$ cat config.mk
export PLATFORM = sky130hd
export DESIGN_NAME = adler32_rolling_checksum_core
export DESIGN_NICKNAME = d
export VERILOG_FILES = /design/src/adl_pkg.sv /design/src/adler32_rolling_checksum_core.sv /design/src/adl_front.sv /design/src/adl_fifo.sv /design/src/adl_back.sv
export SDC_FILE = /design/constraint.sdc
export NUM_CORES = 1
export LEC_CHECK = 0
export BUFFER_PORTS_ARGS = -buffer_cell sky130_fd_sc_hd__buf_2
export CORE_UTILIZATION = 55
export CTS_CLUSTER_DIAMETER = 40
export DETAILED_ROUTE_END_ITERATION = 7
export PLACE_DENSITY = 0.71
export SETUP_SLACK_MARGIN = 0.5
export SYNTH_ARGS = -nofsm -noshare
export SYNTH_HDL_FRONTEND = slang
export SYNTH_HIERARCHICAL = 1
export SYNTH_SLANG_ARGS = --single-unit
$ cat constraint.sdc
create_clock -name aclk -period 11.47 [get_ports aclk]
set_input_delay 0.5735 -clock aclk [delete_from_list [all_inputs] [get_ports aclk]]
set_output_delay 0.5735 -clock aclk [all_outputs]
set_load 0.005 [all_outputs]
$ cat src/adl_pkg.sv
// Shared types, constants and modular helpers for the Adler-32 checksum core.
package adl_pkg;

    localparam logic [15:0] MODULUS       = 16'd65521;
    localparam logic [15:0] MOD_MINUS_ONE = 16'd65520;
    // 2^16 reduced modulo 65521.
    localparam logic [16:0] FOLD_16       = 17'd15;
    localparam logic [15:0] SUM_LOW_RESET = 16'h0001;
    localparam logic [15:0] SUM_HIGH_RESET = 16'h0000;
    localparam logic [15:0] WLEN_RED_RESET = 16'd1024;

    localparam logic [1:0] OP_LOAD   = 2'd0;
    localparam logic [1:0] OP_APPEND = 2'd1;
    localparam logic [1:0] OP_ROLL   = 2'd2;

    // Command class decided by the front end.
    typedef enum logic [1:0] {
        CMD_LOAD   = 2'd0,
        CMD_APPEND = 2'd1,
        CMD_ROLL   = 2'd2,
        CMD_HOLD   = 2'd3
    } cmd_t;

    // Queue entry. For load: arg_a/arg_b are the reduced halves. For append:
    // arg_a is the byte. For roll: arg_a is (in - out) mod M and arg_b is
    // (M - 1 - len*out) mod M.
    typedef struct packed {
        cmd_t        cmd;
        logic [15:0] arg_a;
        logic [15:0] arg_b;
    } entry_t;

    function automatic logic [15:0] reduce16(input logic [15:0] v);
        logic [15:0] r;
        r = (v >= MODULUS) ? (v - MODULUS) : v;
        return r;
    endfunction

    // Sum of two values already below the modulus, reduced.
    function automatic logic [15:0] mod_add(input logic [15:0] x, input logic [15:0] y);
        logic [16:0] s;
        s = 17'(x) + 17'(y);
        if (s >= 17'(MODULUS)) begin
            s = s - 17'(MODULUS);
        end
        return s[15:0];
    endfunction

endpackage

$ cat src/adler32_rolling_checksum_core.sv
// Top level of the Adler-32 rolling checksum core.
//
// Input channel (s_*): one transfer carries an operation code (load, append
// or roll), the byte entering, the byte leaving and a 32-bit load value.
// Code 3 leaves the sums alone and still returns the current checksum.
// Result channel (m_*): every input transfer yields exactly one transfer
// of m_checksum = b<<16 | a, taken after the operation, in input order.
// The window length for roll is written through cfg_wr_en/cfg_wr_data and
// is held internally reduced modulo 65521.
// Throughput is one item per cycle while the receiver keeps up. A result is
// registered in the front-end stage, where the window-length product is
// formed and reduced, then in the queue, then in the sums of the sum
// engine, whose add-and-reduce loop updates both sums.
// When the receiver stalls, the checksum holds and the queue of FIFO_DEPTH
// commands fills; input ready falls only when the queue and the front
// stage are both full. Reset (aresetn low, synchronous) empties the queue,
// sets a to 1, b to 0 and the window length to 1024.
module adler32_rolling_checksum_core #(
    parameter int FIFO_DEPTH = 4
) (
    input  logic         aclk,
    input  logic         aresetn,
    input  logic         cfg_wr_en,
    input  logic [16:0]  cfg_wr_data,
    input  logic         s_valid,
    output logic         s_ready,
    input  logic [1:0]   s_operation,
    input  logic [7:0]   s_byte_in,
    input  logic [7:0]   s_byte_out,
    input  logic [31:0]  s_load_value,
    output logic         m_valid,
    input  logic         m_ready,
    output logic [31:0]  m_checksum
);

    // Front end to queue.
    logic             push_valid;
    logic             push_ready;
    adl_pkg::entry_t  push_data;

    // Queue to sum engine.
    logic             pop_valid;
    logic             pop_ready;
    adl_pkg::entry_t  pop_data;

    adl_front u_front (
        .aclk         (aclk),
        .aresetn      (aresetn),
        .cfg_wr_en    (cfg_wr_en),
        .cfg_wr_data  (cfg_wr_data),
        .s_valid      (s_valid),
        .s_ready      (s_ready),
        .s_operation  (s_operation),
        .s_byte_in    (s_byte_in),
        .s_byte_out   (s_byte_out),
        .s_load_value (s_load_value),
        .push_valid   (push_valid),
        .push_ready   (push_ready),
        .push_data    (push_data)
    );

    // The queue lets the front end keep taking items while the receiver
    // holds off the sum engine.
    adl_fifo #(
        .DEPTH (FIFO_DEPTH)
    ) u_fifo (
        .aclk       (aclk),
        .aresetn    (aresetn),
        .push_valid (push_valid),
        .push_ready (push_ready),
        .push_data  (push_data),
        .pop_valid  (pop_valid),
        .pop_ready  (pop_ready),
        .pop_data   (pop_data)
    );

    adl_back u_back (
        .aclk       (aclk),
        .aresetn    (aresetn),
        .pop_valid  (pop_valid),
        .pop_ready  (pop_ready),
        .pop_data   (pop_data),
        .m_valid    (m_valid),
        .m_ready    (m_ready),
        .m_checksum (m_checksum)
    );

endmodule

$ cat src/adl_front.sv
// Front end: accepts items, classifies them and precomputes state-free operands.
module adl_front (
    input  logic               aclk,
    input  logic               aresetn,
    input  logic               cfg_wr_en,
    input  logic [16:0]        cfg_wr_data,
    input  logic               s_valid,
    output logic               s_ready,
    input  logic [1:0]         s_operation,
    input  logic [7:0]         s_byte_in,
    input  logic [7:0]         s_byte_out,
    input  logic [31:0]        s_load_value,
    output logic               push_valid,
    input  logic               push_ready,
    output adl_pkg::entry_t    push_data
);

    logic [15:0]       wlen_red_reg;
    logic [15:0]       wlen_red_next;
    logic [16:0]       wlen_fold;

    logic              s1_valid_reg;
    logic              s1_valid_next;
    adl_pkg::cmd_t     s1_cmd_reg;
    logic [15:0]       s1_arg_a_reg;
    logic [15:0]       s1_arg_b_reg;
    logic [23:0]       s1_prod_reg;

    adl_pkg::cmd_t     cap_cmd;
    logic [15:0]       cap_arg_a;
    logic [15:0]       cap_arg_b;
    logic [16:0]       prod_fold;
    logic [15:0]       len_term;

    // Window length is kept reduced modulo 65521; bit 16 folds in as 15.
    always_comb begin
        wlen_fold     = 17'(cfg_wr_data[15:0]) + (cfg_wr_data[16] ? adl_pkg::FOLD_16 : 17'd0);
        wlen_red_next = (wlen_fold >= 17'(adl_pkg::MODULUS)) ?
                        16'(wlen_fold - 17'(adl_pkg::MODULUS)) : wlen_fold[15:0];
    end

    always_ff @(posedge aclk) begin
        if (!aresetn) begin
            wlen_red_reg <= adl_pkg::WLEN_RED_RESET;
        end else if (cfg_wr_en) begin
            wlen_red_reg <= wlen_red_next;
        end
    end

    always_comb begin
        cap_cmd   = adl_pkg::CMD_HOLD;
        cap_arg_a = '0;
        cap_arg_b = '0;
        unique case (s_operation)
            adl_pkg::OP_LOAD: begin
                cap_cmd   = adl_pkg::CMD_LOAD;
                cap_arg_a = adl_pkg::reduce16(s_load_value[15:0]);
                cap_arg_b = adl_pkg::reduce16(s_load_value[31:16]);
            end
            adl_pkg::OP_APPEND: begin
                cap_cmd   = adl_pkg::CMD_APPEND;
                cap_arg_a = {8'd0, s_byte_in};
            end
            adl_pkg::OP_ROLL: begin
                cap_cmd   = adl_pkg::CMD_ROLL;
                cap_arg_a = (s_byte_in >= s_byte_out) ?
                            16'(s_byte_in - s_byte_out) :
                            adl_pkg::MODULUS - 16'(s_byte_out - s_byte_in);
            end
            default: begin
                cap_cmd = adl_pkg::CMD_HOLD;
            end
        endcase
    end

    assign s_ready       = !s1_valid_reg || push_ready;
    assign s1_valid_next = s_ready ? s_valid : s1_valid_reg;

    always_ff @(posedge aclk) begin
        if (!aresetn) begin
            s1_valid_reg <= 1'b0;
        end else begin
            s1_valid_reg <= s1_valid_next;
        end
    end

    always_ff @(posedge aclk) begin
        if (s_ready && s_valid) begin
            s1_cmd_reg   <= cap_cmd;
            s1_arg_a_reg <= cap_arg_a;
            s1_arg_b_reg <= cap_arg_b;
            s1_prod_reg  <= 24'(wlen_red_reg) * 24'(s_byte_out);
        end
    end

    // Reduce len*out: upper byte weighs 2^16, which is 15 modulo 65521.
    always_comb begin
        prod_fold = 17'(s1_prod_reg[15:0]) + 17'(s1_prod_reg[23:16]) * adl_pkg::FOLD_16;
        len_term  = (prod_fold >= 17'(adl_pkg::MODULUS)) ?
                    16'(prod_fold - 17'(adl_pkg::MODULUS)) : prod_fold[15:0];
    end

    always_comb begin
        push_valid      = s1_valid_reg;
        push_data.cmd   = s1_cmd_reg;
        push_data.arg_a = s1_arg_a_reg;
        push_data.arg_b = (s1_cmd_reg == adl_pkg::CMD_ROLL) ?
                          (adl_pkg::MOD_MINUS_ONE - len_term) : s1_arg_b_reg;
    end

endmodule

$ cat src/adl_fifo.sv
// Short command queue between the front end and the sum engine.
module adl_fifo #(
    parameter int DEPTH = 4
) (
    input  logic               aclk,
    input  logic               aresetn,
    input  logic               push_valid,
    output logic               push_ready,
    input  adl_pkg::entry_t    push_data,
    output logic               pop_valid,
    input  logic               pop_ready,
    output adl_pkg::entry_t    pop_data
);

    localparam int PTR_W = (DEPTH > 1) ? $clog2(DEPTH) : 1;
    localparam int CNT_W = $clog2(DEPTH + 1);

    adl_pkg::entry_t   mem [DEPTH];
    logic [PTR_W-1:0]  wr_ptr_reg;
    logic [PTR_W-1:0]  wr_ptr_next;
    logic [PTR_W-1:0]  rd_ptr_reg;
    logic [PTR_W-1:0]  rd_ptr_next;
    logic [CNT_W-1:0]  count_reg;
    logic [CNT_W-1:0]  count_next;
    logic              do_push;
    logic              do_pop;

    assign push_ready = (count_reg != CNT_W'(DEPTH));
    assign pop_valid  = (count_reg != '0);
    assign pop_data   = mem[rd_ptr_reg];
    assign do_push    = push_valid && push_ready;
    assign do_pop     = pop_valid && pop_ready;

    always_comb begin
        wr_ptr_next = wr_ptr_reg;
        rd_ptr_next = rd_ptr_reg;
        count_next  = count_reg;
        if (do_push) begin
            wr_ptr_next = (wr_ptr_reg == PTR_W'(DEPTH - 1)) ? '0 : wr_ptr_reg + 1'b1;
        end
        if (do_pop) begin
            rd_ptr_next = (rd_ptr_reg == PTR_W'(DEPTH - 1)) ? '0 : rd_ptr_reg + 1'b1;
        end
        if (do_push && !do_pop) begin
            count_next = count_reg + 1'b1;
        end else if (do_pop && !do_push) begin
            count_next = count_reg - 1'b1;
        end
    end

    always_ff @(posedge aclk) begin
        if (!aresetn) begin
            wr_ptr_reg <= '0;
            rd_ptr_reg <= '0;
            count_reg  <= '0;
        end else begin
            wr_ptr_reg <= wr_ptr_next;
            rd_ptr_reg <= rd_ptr_next;
            count_reg  <= count_next;
        end
    end

    always_ff @(posedge aclk) begin
        if (do_push) begin
            mem[wr_ptr_reg] <= push_data;
        end
    end

endmodule

$ cat src/adl_back.sv
// Sum engine: applies queued commands to the two sums and presents the checksum.
module adl_back (
    input  logic               aclk,
    input  logic               aresetn,
    input  logic               pop_valid,
    output logic               pop_ready,
    input  adl_pkg::entry_t    pop_data,
    output logic               m_valid,
    input  logic               m_ready,
    output logic [31:0]        m_checksum
);

    logic [15:0] sum_low_reg;
    logic [15:0] sum_low_next;
    logic [15:0] sum_high_reg;
    logic [15:0] sum_high_next;
    logic        out_valid_reg;
    logic        out_valid_next;
    logic        do_pop;

    // The sums double as the output register: a command is only taken once
    // the previous checksum has been transferred.
    assign pop_ready  = !out_valid_reg || m_ready;
    assign do_pop     = pop_valid && pop_ready;
    assign m_valid    = out_valid_reg;
    assign m_checksum = {sum_high_reg, sum_low_reg};

    // The queue head is only decoded while it holds a written entry.
    always_comb begin
        sum_low_next  = sum_low_reg;
        sum_high_next = sum_high_reg;
        if (pop_valid) begin
            unique case (pop_data.cmd)
                adl_pkg::CMD_LOAD: begin
                    sum_low_next  = pop_data.arg_a;
                    sum_high_next = pop_data.arg_b;
                end
                adl_pkg::CMD_APPEND: begin
                    sum_low_next  = adl_pkg::mod_add(sum_low_reg, pop_data.arg_a);
                    sum_high_next = adl_pkg::mod_add(sum_high_reg, sum_low_next);
                end
                adl_pkg::CMD_ROLL: begin
                    sum_low_next  = adl_pkg::mod_add(sum_low_reg, pop_data.arg_a);
                    sum_high_next = adl_pkg::mod_add(
                        adl_pkg::mod_add(sum_high_reg, sum_low_next), pop_data.arg_b);
                end
                adl_pkg::CMD_HOLD: begin
                    sum_low_next  = sum_low_reg;
                    sum_high_next = sum_high_reg;
                end
            endcase
        end
    end

    assign out_valid_next = do_pop ? 1'b1 : (m_ready ? 1'b0 : out_valid_reg);

    always_ff @(posedge aclk) begin
        if (!aresetn) begin
            sum_low_reg   <= adl_pkg::SUM_LOW_RESET;
            sum_high_reg  <= adl_pkg::SUM_HIGH_RESET;
            out_valid_reg <= 1'b0;
        end else begin
            out_valid_reg <= out_valid_next;
            if (do_pop) begin
                sum_low_reg  <= sum_low_next;
                sum_high_reg <= sum_high_next;
            end
        end
    end

endmodule

==> metrics.md <==
| Metric | Value |
|---|---|
| Initial DRT Pass Iterations | `6` |
| Clock root buffer | `clkbuf_16` |
| Post-Synth XOR/XNOR Area | `0.06513` |
| Slowest CP cell | `mux4_2` |
| Status | `finished, final reports clean` |
| First-pass GRT wire length | `88750 um` |
| Dpl ws | `approximately 0.8 ns` |
| CTS tree | `built` |
| Hold Path Origin | `s_valid` |
| Data required time at the worst endpoint | `11.91 ns` |
| Crit-path max cell delay | `around 0.55 ns` |
| Worst-path fanout max | `11` |
| Area contributors post-synth | `edfxtp_1 (26%), fa_1 (10%), ha_1 (9.2%), dfxtp_1 (5.3%), xnor2_1 (4.1%)` |
| Distinct cells, synth | `about 110` |
| I/O Pins | `between 100 and 150` |
| Hold Path Sink | `u_front/push_valid` |
| Via Count | `roughly 17000` |
| CTS resizes | `0` |
| Commonest non-fill, non-tap cells in the layout | `inv_1 (221), edfxtp_1 (194), nand2_1 (192), ha_1 (164), nor2_1 (126)` |
| Part of the Yosys area used for sequential elements | `0.3158` |
| Total wire length | `about 54000 um` |
| Worst-margin pin slew | `1.001 ns` |
| Synth area leader | `edfxtp_1` |
| Final #Nets | `between 2000 and 3000` |
| Core area | `39730 um2` |
| Setup TNS Final | `0 ns` |
| Largest net degree at the start of global routing | `64` |
| Routed Antenna Nets | `0` |
| Htree depth | `2` |
| Max_slew headroom | `0.3327` |
| FILL cells | `3291` |
| Routability cong. | `roughly 0.94` |
| Mux cell area share after synthesis | `0.04579` |
| Hold-fix buffers, CTS | `0` |
| Max_cap viols | `0` |
| I/O Buffers | `approximately 110` |
| Commonest non-fill, non-tap cell in the layout | `inv_1` |
| Max Fclk | `0.09608 GHz` |
| Skew final | `slightly above 0.06 ns` |
| Initial DRC Count | `1266` |
| Final period util | `0.9074` |
| Worst hold slack | `about 0.25 ns` |
| Worst setup EP type | `flop` |
| Final hold vios | `0` |
| CP arrival | `roughly 11 ns` |
| #FFs+latches synth | `between 200 and 300` |
| Post-synth ARST share | `0` |
| Hold Crit Class | `primary input to flop` |
| Post-route worst setup slack | `1.062 ns` |
| Antenna violations before repair | `2` |
| Top Family by Delay on Critical Path | `compound AO/OA/AOI/OAI gates` |
| Main flop type after synthesis | `edfxtp_1` |
| Postcts setup bufs | `0` |
| Initial Utilization | `0.5585` |
| Crit path time final | `between 10 and 15 ns` |
| Clk pin slew, worst setup/hold paths | `0.06 ns` |
| Post-Synth Simple-Gate Area | `0.1661` |
| Die H | `202.9 um` |
| Adder-Cell Fraction of Synth Area | `0.1944` |
| Largest family of logic cells by synthesized area | `adder cells` |
| Unrepaired setup endpoints after global routing | `false` |
| Syn Std Cell Area | `22190 um2` |
| Hold Path Depth | `3` |
| Die width | `between 200 and 250 um` |
| Site row count | `73` |
| Syn Nets | `about 2600` |
| Mean post-synth cell area | `~10 um2` |
| Setup CP Type | `flop to flop` |
| Drt drc | `0` |
| Insertion delay to the later sink of the worst-skew pair | `0.58 ns` |
| Share of post-route cells with drive strength above 1 | `0.1256` |
| Compound-Gate Fraction of Synth Area | `0.1566` |
| Post-Synthesis Cells | `2267` |
| CTS buffer count | `42` |
| Setup crit start kind | `flop` |
| Vias/cell | `between 6 and 7` |
| Yosys Warn Count | `6` |
| GRT Overall Usage | `0.2685` |
| DP HPWL | `41280 um` |
| Top cell type's share of synthesized area | `0.2625` |
| Area Overhead vs Synth | `11.00%` |
| FF-to-FF setup slack | `between 1 and 1.5 ns` |
| Die Footprint | `roughly 41000 um2` |
| Wire per inst | `between 15 and 20 um` |
| Final slew viol count | `0` |
| Max FFs per register | `136` |
| Clock Tree Buf Depth | `3` |
| Worst r2r path cells | `35` |
| Final setup viols | `0` |
| Post-synth EDFFs | `between 150 and 200` |
| Crit Reg-Reg Endpoint | `u_back/sum_high_reg[10]` |
| CTS sink cnt | `between 200 and 300` |
| Number of global-route vias before repair | `between 15000 and 20000` |
| Fin util | `0.6199` |
| Grt ovf | `0` |
| Buffers and inverters on the worst path | `1` |
## final cells by class
class	count	area, um2	area share
Antenna cell	1	2.502	0.0001016
Tap cell	525	656.9	0.02667
Clock buffer	48	1115	0.04526
Clock inverter	30	389.1	0.01580
Timing Repair Buffer	118	623.1	0.02530
Inverter	224	840.8	0.03414
Sequential cell	253	7010	0.2846
Multi-Input combinational cell	1699	13990	0.5681
## synth_stat cells (all sizes together) (6+ instances only)
cell     number
a221oi        8
nor3         47
o211ai       22
nand2b       21
o31ai        18
mux2i        19
o21a         19
nor4         16
and3         27
a31oi        21
nand3        73
o31a         11
buf          24
xnor2       111
nor2        126
fa          113
nor3b        14
o21bai       12
a21o         66
nand2       192
nor2b        25
xor2         48
o2111ai       6
a21boi        7
dfxtp        59
a22oi         6
ha          164
or2          13
a21oi       106
a2111oi       8
a211o         6
inv         222
or3          25
o22ai        15
edfxtp      194
o21ai        92
clkbuf       67
nand4        27
and2         79
mux4         34
a211oi       23
## stage by stage
| step | instance area, um2 | cells |
|---|---|---|
| 2_1_floorplan | 22190 | 2267 |
| 3_3_place_gp | 23070 | 2819 |
| 3_5_place_dp | 23070 | 2819 |
| 4_1_cts | 24570 | 2897 |
| 5_1_grt | 24630 | 2897 |
| 6_report | 24630 | 2898 |
## metal layers
layer  part of all wire  vias up  GRT usage
met5            0.00057        -          0
met4              0.030        4    0.09506
met3              0.051      106    0.03949
met2               0.50      507     0.4640
met1               0.42     8582     0.3424
li1                   -     8251          -
## cells by family after synthesis
| kind of cell | after synthesis |
|---|---|
| buf+inv | 315 |
| compound gates | 494 |
| simple gates | 711 |
| fa+ha+maj | 277 |
| mux | 58 |
| xor+xnor | 159 |
| flops | 253 |
## worst reg2reg max path, delay by kind of cell (launching register included)
kind | cells | cell delay [ns]
buf+inv | 1 | 0.23
compound gates | 14 | 4.19
fa+ha+maj | 5 | 1.70
simple gates | 9 | 2.12
mux | 1 | 0.55
xor+xnor | 5 | 1.02
flops | 1 | 0.46
## worst max-delay path by stage
| stage | slack [ns] | endpoint | start | cells after the start |
|---|---|---|---|---|
| after detailed placement | 0.81 | u_back/sum_high_reg[10] | flop | 34 |
| after floorplan | 1.79 | u_back/sum_high_reg[11] | flop | 39 |
| final | 1.06 | u_back/sum_high_reg[10] | flop | 35 |
| after global routing | 0.47 | u_back/sum_high_reg[10] | flop | 34 |
| after CTS | 0.70 | u_back/sum_high_reg[10] | flop | 34 |
| after global placement | 1.08 | u_back/sum_high_reg[11] | flop | 34 |
Power is left out: the tool's default activity adds up to more than one toggle a clock period on the data nets, which glitch-free logic cannot reach.
